## src/aks_pkg.sv

```systemverilog
`default_nettype none
package aks_pkg;

  localparam int NBIND      = 4;
  localparam int LEVEL_W    = 16;
  localparam int TICK_W     = 32;
  localparam int CODE_W     = 16;
  localparam int CTL_W      = 32;
  localparam int CFG_W      = 64;
  localparam int CFG_IDX_W  = 3;
  localparam int IDX_W      = 2;
  localparam int TAP_TICKS  = 5;
  localparam int LEVEL_BITS = 16;

  localparam logic [TICK_W-1:0]  ENDLESS    = 32'hFFFF_FFFF;
  localparam logic [LEVEL_W-1:0] LEVEL_MASK = (LEVEL_BITS >= LEVEL_W) ? {LEVEL_W{1'b1}} :
                                              LEVEL_W'((64'd1 << LEVEL_BITS) - 64'd1);

  typedef enum logic [1:0] {
    KIND_DOWN   = 2'd0,
    KIND_UP     = 2'd1,
    KIND_STATUS = 2'd2
  } kind_t;

  typedef enum logic [CFG_IDX_W-1:0] {
    CFG_FLOOR     = 3'd0,
    CFG_PRESS_BEG = 3'd1,
    CFG_PRESS_FUL = 3'd2,
    CFG_REL_BEG   = 3'd3,
    CFG_REL_FUL   = 3'd4,
    CFG_CONTROLS  = 3'd5,
    CFG_CODES     = 3'd6
  } cfg_idx_t;

  typedef struct packed {
    logic [LEVEL_W-1:0] analog_level;
    logic [TICK_W-1:0]  tick_now;
  } in_item_t;

  typedef struct packed {
    kind_t              kind;
    logic [IDX_W-1:0]   binding_index;
    logic [CODE_W-1:0]  keycode;
    logic               any_active;
    logic               last;
  } out_item_t;

  typedef struct packed {
    logic [LEVEL_W-1:0] analog_floor;
    logic [LEVEL_W-1:0] press_begin_level;
    logic [LEVEL_W-1:0] press_full_level;
    logic [LEVEL_W-1:0] release_begin_level;
    logic [LEVEL_W-1:0] release_full_level;
    logic [CTL_W-1:0]   phase_controls;
  } thr_cfg_t;

  typedef struct packed {
    logic [LEVEL_W-1:0]             prev_level;
    logic [NBIND-1:0]               active;
    logic [NBIND-1:0][TICK_W-1:0]   expiry_tick;
  } key_state_t;

  typedef struct packed {
    logic [NBIND-1:0] changed;
    logic [NBIND-1:0] active;
    logic             any;
  } step_rec_t;

endpackage
`default_nettype wire

```

## src/aks_in_if.sv

```systemverilog
`default_nettype none
interface aks_in_if import aks_pkg::*; ();
  logic     valid;
  logic     ready;
  in_item_t data;

  modport source (output valid, output data, input ready);
  modport sink   (input valid, input data, output ready);
endinterface
`default_nettype wire

```

## src/aks_out_if.sv

```systemverilog
`default_nettype none
interface aks_out_if import aks_pkg::*; ();
  logic      valid;
  logic      ready;
  out_item_t data;

  modport source (output valid, output data, input ready);
  modport sink   (input valid, input data, output ready);
endinterface
`default_nettype wire

```

## src/aks_step.sv

```systemverilog
`default_nettype none
module aks_step import aks_pkg::*; (
  input  key_state_t st,
  input  thr_cfg_t   cfg,
  input  in_item_t   item,
  output key_state_t st_nxt,
  output step_rec_t  rec
);

  always_comb begin
    logic [LEVEL_W-1:0]           cur;
    logic [LEVEL_W-1:0]           prev;
    logic [LEVEL_W-1:0]           ct;
    logic [LEVEL_W-1:0]           pt;
    logic                         rise;
    logic                         fall;
    logic [NBIND-1:0]             fire;
    logic [NBIND-1:0]             act;
    logic [NBIND-1:0][TICK_W-1:0] et;
    logic [TICK_W-1:0]            tap_end;
    logic [7:0]                   ctl;

    cur  = item.analog_level & LEVEL_MASK;
    prev = st.prev_level & LEVEL_MASK;
    ct   = (cur > cfg.analog_floor) ? cur - cfg.analog_floor : '0;
    pt   = (prev > cfg.analog_floor) ? prev - cfg.analog_floor : '0;
    rise = cur > prev;
    fall = cur < prev;

    fire[0] = rise && (ct >= cfg.press_begin_level) && (pt < cfg.press_begin_level);
    fire[1] = rise && (ct >= cfg.press_full_level) && (pt < cfg.press_full_level);
    fire[2] = fall && (ct <= cfg.release_begin_level) && (pt > cfg.release_begin_level);
    fire[3] = fall && (ct <= cfg.release_full_level) && (pt > cfg.release_full_level);

    tap_end = item.tick_now + TICK_W'(TAP_TICKS);
    act     = st.active;
    et      = st.expiry_tick;
    ctl     = '0;

    // phases in firing order, the later one overrides
    for (int p = 0; p < NBIND; p++) begin
      if (fire[p]) begin
        for (int i = 0; i < NBIND; i++) begin
          ctl = cfg.phase_controls[8*i +: 8];
          if (ctl[2*p]) begin
            et[i]  = ctl[2*p+1] ? ENDLESS : tap_end;
            act[i] = 1'b1;
          end else begin
            act[i] = 1'b0;
          end
        end
      end
    end

    // expiry on the plain unsigned compare
    for (int i = 0; i < NBIND; i++) begin
      if (item.tick_now > et[i]) begin
        act[i] = 1'b0;
      end
    end

    st_nxt.prev_level  = cur;
    st_nxt.active      = act;
    st_nxt.expiry_tick = et;
    rec.changed        = act ^ st.active;
    rec.active         = act;
    rec.any            = |act;
  end

endmodule
`default_nettype wire

```

## src/analog_key_stroke_trigger.sv

```systemverilog
// analog key stroke trigger, four bindings
// in_ch carries one transaction per key scan: a travel sample and the current tick.
// out_ch returns, per scan, one down or up transaction for each binding whose
// state changed (binding order 0 to 3), then one status transaction with last set.
// cfg_we / cfg_index / cfg_data write the thresholds, floor, phase controls and
// keycodes; write them only while the block is idle.
// a scan that is taken passes the holding register and then the serialiser registers
// before its first result transaction appears.
// throughput: a scan occupies the output serialiser for its status transaction and
// one transaction per binding that changed; the serialiser, one transaction a cycle
// while ready, sets the rate. the step logic is one pass, so a new scan is taken
// every cycle when each yields only its status transaction and out_ch.ready stays high.
// a one-entry holding register sits between the step logic and the serialiser, so
// the next scan is taken while results of the previous one still drain.
// when the receiver stalls, the current result holds steady, the holding register
// fills and in_ch.ready then drops until the serialiser moves on.
// reset zeroes the configuration, bindings and end times and empties both stages.
`default_nettype none
module analog_key_stroke_trigger import aks_pkg::*; (
  input  wire logic                 clk,
  input  wire logic                 rst_n,
  aks_in_if.sink                    in_ch,
  aks_out_if.source                 out_ch,
  input  wire logic                 cfg_we,
  input  wire logic [CFG_IDX_W-1:0] cfg_index,
  input  wire logic [CFG_W-1:0]     cfg_data
);

  // configuration registers
  thr_cfg_t                       cfg_r;
  logic [NBIND-1:0][CODE_W-1:0]   codes_r;

  // key state
  key_state_t st_r;
  key_state_t st_nxt;
  step_rec_t  rec;

  // holding stage
  logic      hold_v_r;
  step_rec_t hold_rec_r;

  // output serialiser
  logic             cur_v_r;
  logic [NBIND-1:0] cur_pend_r;
  logic [NBIND-1:0] cur_act_r;
  logic             cur_any_r;

  logic             in_fire;
  logic             in_rdy;
  logic             out_fire;
  logic             is_status;
  logic             cur_done;
  logic             cur_load;
  logic [IDX_W-1:0] emit_idx;

  aks_step u_step (
    .st     (st_r),
    .cfg    (cfg_r),
    .item   (in_ch.data),
    .st_nxt (st_nxt),
    .rec    (rec)
  );

  // lowest pending binding goes first
  always_comb begin
    emit_idx = '0;
    for (int i = NBIND - 1; i >= 0; i--) begin
      if (cur_pend_r[i]) begin
        emit_idx = IDX_W'(i);
      end
    end
  end

  assign is_status = (cur_pend_r == '0);
  assign out_fire  = cur_v_r && out_ch.ready;
  assign cur_done  = out_fire && is_status;
  assign cur_load  = hold_v_r && (!cur_v_r || cur_done);
  assign in_rdy    = !hold_v_r || cur_load;
  assign in_fire   = in_ch.valid && in_rdy;

  assign in_ch.ready = in_rdy;

  // result transaction
  always_comb begin
    out_ch.valid = cur_v_r;
    if (is_status) begin
      out_ch.data.kind          = KIND_STATUS;
      out_ch.data.binding_index = '0;
      out_ch.data.keycode       = '0;
      out_ch.data.last          = 1'b1;
    end else begin
      out_ch.data.kind          = cur_act_r[emit_idx] ? KIND_DOWN : KIND_UP;
      out_ch.data.binding_index = emit_idx;
      out_ch.data.keycode       = codes_r[emit_idx];
      out_ch.data.last          = 1'b0;
    end
    out_ch.data.any_active = cur_any_r;
  end

  // configuration writes
  always_ff @(posedge clk) begin
    if (!rst_n) begin
      cfg_r   <= '0;
      codes_r <= '0;
    end else if (cfg_we) begin
      unique case (cfg_idx_t'(cfg_index))
        CFG_FLOOR:     cfg_r.analog_floor        <= cfg_data[LEVEL_W-1:0];
        CFG_PRESS_BEG: cfg_r.press_begin_level   <= cfg_data[LEVEL_W-1:0];
        CFG_PRESS_FUL: cfg_r.press_full_level    <= cfg_data[LEVEL_W-1:0];
        CFG_REL_BEG:   cfg_r.release_begin_level <= cfg_data[LEVEL_W-1:0];
        CFG_REL_FUL:   cfg_r.release_full_level  <= cfg_data[LEVEL_W-1:0];
        CFG_CONTROLS:  cfg_r.phase_controls      <= cfg_data[CTL_W-1:0];
        CFG_CODES:     codes_r                   <= cfg_data;
        default: ; // unknown index, write dropped
      endcase
    end
  end

  // key state advances on every accepted scan
  always_ff @(posedge clk) begin
    if (!rst_n) begin
      st_r <= '0;
    end else if (in_fire) begin
      st_r <= st_nxt;
    end
  end

  // holding stage
  always_ff @(posedge clk) begin
    if (!rst_n) begin
      hold_v_r <= 1'b0;
    end else begin
      hold_v_r <= in_fire || (hold_v_r && !cur_load);
    end
  end

  always_ff @(posedge clk) begin
    if (in_fire) begin
      hold_rec_r <= rec;
    end
  end

  // serialiser control
  always_ff @(posedge clk) begin
    if (!rst_n) begin
      cur_v_r    <= 1'b0;
      cur_pend_r <= '0;
    end else if (cur_load) begin
      cur_v_r    <= 1'b1;
      cur_pend_r <= hold_rec_r.changed;
    end else if (cur_done) begin
      cur_v_r    <= 1'b0;
    end else if (out_fire) begin
      cur_pend_r[emit_idx] <= 1'b0;
    end
  end

  always_ff @(posedge clk) begin
    if (cur_load) begin
      cur_act_r <= hold_rec_r.active;
      cur_any_r <= hold_rec_r.any;
    end
  end

endmodule
`default_nettype wire

```

## src/flat_wrapper.sv

```systemverilog
// flat-port wrapper written by rule: the top's interface ports become plain ports
module analog_key_stroke_trigger_flat import aks_pkg::*;
  (clk, rst_n, cfg_we, cfg_index, cfg_data, in_ch_valid, in_ch_data, in_ch_ready, out_ch_valid, out_ch_data, out_ch_ready);
  aks_in_if in_ch_i ();
  aks_out_if out_ch_i ();
  input  wire logic clk;
  input  wire logic rst_n;
  input  wire logic cfg_we;
  input  wire logic [CFG_IDX_W-1:0] cfg_index;
  input  wire logic [CFG_W-1:0] cfg_data;
  input wire logic [$bits(in_ch_i.valid)-1:0] in_ch_valid;
  input wire logic [$bits(in_ch_i.data)-1:0] in_ch_data;
  output wire logic [$bits(in_ch_i.ready)-1:0] in_ch_ready;
  output wire logic [$bits(out_ch_i.valid)-1:0] out_ch_valid;
  output wire logic [$bits(out_ch_i.data)-1:0] out_ch_data;
  input wire logic [$bits(out_ch_i.ready)-1:0] out_ch_ready;
  assign in_ch_i.valid = in_ch_valid;
  assign in_ch_i.data = in_ch_data;
  assign in_ch_ready = in_ch_i.ready;
  assign out_ch_valid = out_ch_i.valid;
  assign out_ch_data = out_ch_i.data;
  assign out_ch_i.ready = out_ch_ready;
  analog_key_stroke_trigger u_core (.clk(clk), .rst_n(rst_n), .in_ch(in_ch_i), .out_ch(out_ch_i), .cfg_we(cfg_we), .cfg_index(cfg_index), .cfg_data(cfg_data));
endmodule
```

## config.mk

```make
export PLATFORM = sky130hd
export DESIGN_NAME = analog_key_stroke_trigger_flat
export DESIGN_NICKNAME = d
export VERILOG_FILES = /design/src/aks_pkg.sv /design/src/aks_in_if.sv /design/src/aks_out_if.sv /design/src/aks_step.sv /design/src/analog_key_stroke_trigger.sv /design/src/flat_wrapper.sv
export SDC_FILE = /design/constraint.sdc
export NUM_CORES = 2
export LEC_CHECK = 0
export ABC_CLOCK_PERIOD_IN_PS = 8330
export BUFFER_PORTS_ARGS = -buffer_cell sky130_fd_sc_hd__buf_2
export CORE_ASPECT_RATIO = 0.9
export CORE_MARGIN = 2
export CORE_UTILIZATION = 35
export DETAILED_ROUTE_END_ITERATION = 8
export GPL_TIMING_DRIVEN = 0
export SLEW_MARGIN = 20
export SYNTH_ARGS = -nofsm -noshare
export SYNTH_HDL_FRONTEND = slang
export SYNTH_SLANG_ARGS = --single-unit
```

## constraint.sdc

```tcl
create_clock -name clk -period 8.33 [get_ports clk]
set_input_delay 0.833 -clock clk [delete_from_list [all_inputs] [get_ports clk]]
set_output_delay 0.833 -clock clk [all_outputs]
set_load 0.01 [all_outputs]
```

==> summary.txt <==
Outcome
  – Outcome: finished, final reports clean

Routing
  – Vias/cell: 5.98
  – DRC: 0
  – Antenna Nets Post-Route: 0
  – Via count: 27.5k
  – Routed WL: 110000 um
  – Drt initial violations: 3389
  – Drt pass-1 iters: 6
  – Post-DR wirelength/cell: 24.0 um

Global routing
  – Initial antenna violation count: 7
  – Vias in the first global route: 25.3k
  – First-pass GRT wire length: 162000 um
  – Total congestion overflow: 0
  – Largest net degree at the start of global routing: 19
  – GRT Total Usage: 27.9%

Yosys
  – Synthesized area: 0.0258 mm^2
  – Post-synth EDFFs: 14
  – Ys flop type: dfxtp_1
  – Largest cells by area after synthesis: dfxtp_1 26%, ha_1 15%, nand2_1 7.3%, a21boi_0 5.8%, a21oi_1 4.7%
  – Ys Warns: 0
  – Async SR Flop Fraction: 0%
  – Syn nets: 3800
  – Post-synthesis register bit count: 344
  – Netlist cell types: 78
  – Synthesized area per cell: 7.62 um^2
  – Area leader, netlist: dfxtp_1
  – Syn Inst Count: 3379
  – Yosys top cell area share: 25.6%
  – Register area share after synthesis: 27.3%

Clock network
  – CTS tree: built
  – CTS max path bufs: 3
  – Hold_buf cts: 0
  – Cts bufs inserted: 42
  – H-Tree Level Count: 2
  – Clk slew on worst S/H paths: 0.06 ns
  – CTS root buf: clkbuf_16
  – Worst skew pair latency: 0.63 ns
  – Clock tree sinks: 344

Floorplan
  – Ports: 144
  – Die X-Extent: 290 um
  – Die Y: 261 um
  – Die area: 0.0758 mm^2
  – Core area: 0.0730 mm^2
  – Row cnt: 94
  – Starting Density: 35.3%

Timing
  – Post-layout minimum cycle time: 8.18 ns
  – Post-Route Setup TNS: 0 ns
  – Worst Skew: 0.0216 ns
  – Worst rel slew slack: 17.8%
  – Fin. Hold Viols: 0
  – Worst slew pin tran: 1.22 ns
  – Final period utilization: 98.2%
  – Final setup vio count: 0
  – Max Clk Rate: 122 MHz
  – Pins over their slew limit: 0

Setup path
  – Worst path slowest cell: a2111oi_4
  – CP Data Arrival Time: 8.54 ns
  – Kind of cell adding the most delay to the critical path: compound AO/OA/AOI/OAI gates
  – Worst path bufs/invs: 5
  – Max incr delay on CP: 0.47 ns
  – Startpoint Class: flip-flop
  – Worst setup EP type: flip-flop
  – Critical Path RT: 8.69 ns
  – CP Max Fanout: 8
  – CP Class: flip-flop to flip-flop

Power and ir drop
  – Clk network pwr share: 34.6%
  – Power Total: 5.46 mW
  – P per Cell Area: 180 mW/mm^2
  – Logic pwr share: 32.4%
  – Leak pwr: 11.6 nW
  – Reg power frac: 32.9%
  – Sw Share: 36.8%
  – Max VDD drop: 0.143 mV
  – Internal power: 3.45 mW
  – Sw power: 2.01 mW

Finish
  – FILL cells: 7459
  – Share of cells above drive strength 1: 12.6%
  – Layout Nets: 4030
  – Layout overhead on the synthesized area: 17.9%

Placement
  – IO buf count: 142
  – Final HPWL from detailed placement: 83300 um
  – RePlAce Congestion: 1.01

Hold path
  – Worst Hold Class: flip-flop to flip-flop

Run
  – MaxCap Viol Count: 0
-- per-layer routing --
metal	GRT usage (%)	part of all wire, %	vias up
met5	0.244	0.083	-
met4	9.75	3.7	14
li1	-	-	12700
met1	38.7	44	13100
met2	41.8	41	1479
met3	7.15	11	260
-- timing repair --
action	in CTS	in global routing
gates resized for setup	111	137
setup buffers	23	24
pin swaps	18	40
setup endpoints to repair	13	13
gates cloned	0	1
-- flip-flops by register name, indices dropped and copies added, names as in the netlist --
register and cells:
u_core.st_r 148, u_core.hold_v_r 1, u_core.codes_r 64, u_core.hold_rec_r 9, u_core.out_ch.valid 1, u_core.cur_act_r 4, u_core.cur_any_r 1, u_core.cfg_r 112
u_core.cur_pend_r 4
-- cells in the final DEF (no fill, tap or decap), types with 9 or more instances in the layout --
| cell | instances |
|---|---|
| a21boi_0 | 197 |
| a31oi_1 | 68 |
| nand4_1 | 67 |
| nor3_1 | 37 |
| nor2_2 | 9 |
| buf_6 | 18 |
| o31a_1 | 57 |
| nand2_1 | 492 |
| xnor2_1 | 46 |
| xor2_1 | 20 |
| mux2i_1 | 19 |
| nor2b_1 | 26 |
| o2bb2ai_1 | 17 |
| dfxtp_1 | 330 |
| clkbuf_16 | 43 |
| o21ai_1 | 18 |
| a21o_1 | 71 |
| nor3_4 | 9 |
| o211ai_1 | 10 |
| edfxtp_1 | 14 |
| o21a_1 | 24 |
| a21oi_1 | 234 |
| and3_1 | 33 |
| nand2b_1 | 49 |
| buf_2 | 166 |
| clkbuf_1 | 128 |
| buf_4 | 59 |
| nor2_1 | 300 |
| inv_1 | 140 |
| a211oi_1 | 14 |
| clkinv_2 | 10 |
| clkbuf_4 | 12 |
| o22ai_1 | 102 |
| clkbuf_2 | 12 |
| o21ai_0 | 205 |
| nand3_1 | 35 |
| ha_1 | 299 |
| a221oi_1 | 57 |
-- worst register-to-register path, delay by kind of cell (launching register included) --
| family | cells | cell delay, ns |
|---|---|---|
| adders and majority gates | 4 | 1.14 |
| buffers and inverters | 5 | 0.82 |
| AOI/OAI and AO/OA | 17 | 3.66 |
| xor gates and xnor gates | 1 | 0.15 |
| and+or+nand+nor | 7 | 1.82 |
| DFF | 1 | 0.34 |
-- stage by stage --
step / hold slack (ns) / instance area [um^2] / utilization [%] / setup slack (ns) / std cells
CTS: 0.422 / 29700 / 40.6 / 0.00379 / 4580
global placement: 0.402 / 27700 / 37.9 / -2.68 / 4481
global route: 0.424 / 30400 / 41.6 / -0.0879 / 4602
detailed placement: 0.408 / 27700 / 38.0 / -2.33 / 4481
floorplan: 0.400 / 25800 / - / 0.958 / 3379
finish: 0.421 / 30400 / 41.6 / 0.147 / 4603
-- kinds of logic (layout without fill, tap and decap cells) --
logic type,count (synthesis),after routing,synth area share [%]
AO/OA/AOI/OAI,1178,1178,30.3
XOR/XNOR,71,71,2.41
adder cells (fa/ha/maj),301,301,14.7
buffers and inverters,353,616,5.61
flip-flops,344,344,27.3
multiplexers,21,21,0.835
other,0,1,0
AND/OR/NAND/NOR,1111,1111,18.9
-- synthesized netlist by cell type (5+ instances only) --
| library cell | n |
|---|---|
| a31o_2 | 6 |
| a21o_1 | 71 |
| xnor2_1 | 49 |
| edfxtp_1 | 14 |
| nand4_1 | 67 |
| a2bb2oi_1 | 9 |
| dfxtp_1 | 330 |
| nor2b_1 | 26 |
| o211ai_1 | 10 |
| mux2i_1 | 20 |
| o21ai_0 | 227 |
| o2bb2ai_1 | 17 |
| o22ai_1 | 105 |
| xor2_1 | 22 |
| a211oi_1 | 15 |
| or3_1 | 5 |
| nand2_1 | 502 |
| buf_4 | 10 |
| nor2_1 | 310 |
| a211o_1 | 5 |
| o21a_1 | 25 |
| o31a_1 | 57 |
| nand3_1 | 38 |
| and3_1 | 33 |
| clkbuf_1 | 147 |
| a21oi_1 | 243 |
| a31oi_1 | 72 |
| a221o_1 | 7 |
| inv_1 | 141 |
| a221oi_1 | 61 |
| buf_2 | 41 |
| a21boi_0 | 199 |
| buf_1 | 10 |
| nand2b_1 | 49 |
| nor3_2 | 5 |
| o31ai_1 | 6 |
| nor3_1 | 45 |
| ha_1 | 299 |
| nor4_1 | 5 |
| and2_1 | 6 |
-- layout make-up --
type	instances	area, um^2	area share (%)
Multi-Input combinational cell	2682	18000	59.3
Sequential cell	344	7030	23.1
Tap cell	960	1200	3.96
Clock buffer	57	1170	3.86
Timing Repair Buffer	189	1120	3.68
Buffer	209	1100	3.62
Inverter	141	529	1.74
Clock inverter	20	206	0.680
Antenna cell	1	2.50	0.00824
-- power groups by stage --
stage	clock, mW	sequential, mW	combinational, mW
after detailed placement	0	1.83	1.55
after global routing	1.97	1.81	1.92
final	1.89	1.80	1.77
after floorplan	0	1.82	1.04
after global placement	0	1.83	1.53
after CTS	1.91	1.80	1.64
-- worst paths after layout --
check	from	cells past startpoint	endpoint	slack (ns)
max	u_core.st_r[132]$_SDFFE_PN0P_	34	u_core.hold_rec_r[7]$_DFFE_PP_	0.15
min	u_core.hold_rec_r[3]$_DFFE_PP_	0	u_core.cur_act_r[2]$_DFFE_PP_	0.42
max reg2reg	u_core.st_r[132]$_SDFFE_PN0P_	34	u_core.hold_rec_r[7]$_DFFE_PP_	0.15
min reg2reg	u_core.hold_rec_r[3]$_DFFE_PP_	0	u_core.cur_act_r[2]$_DFFE_PP_	0.42
No activity file was read; power rests on OpenSTA's default activity.
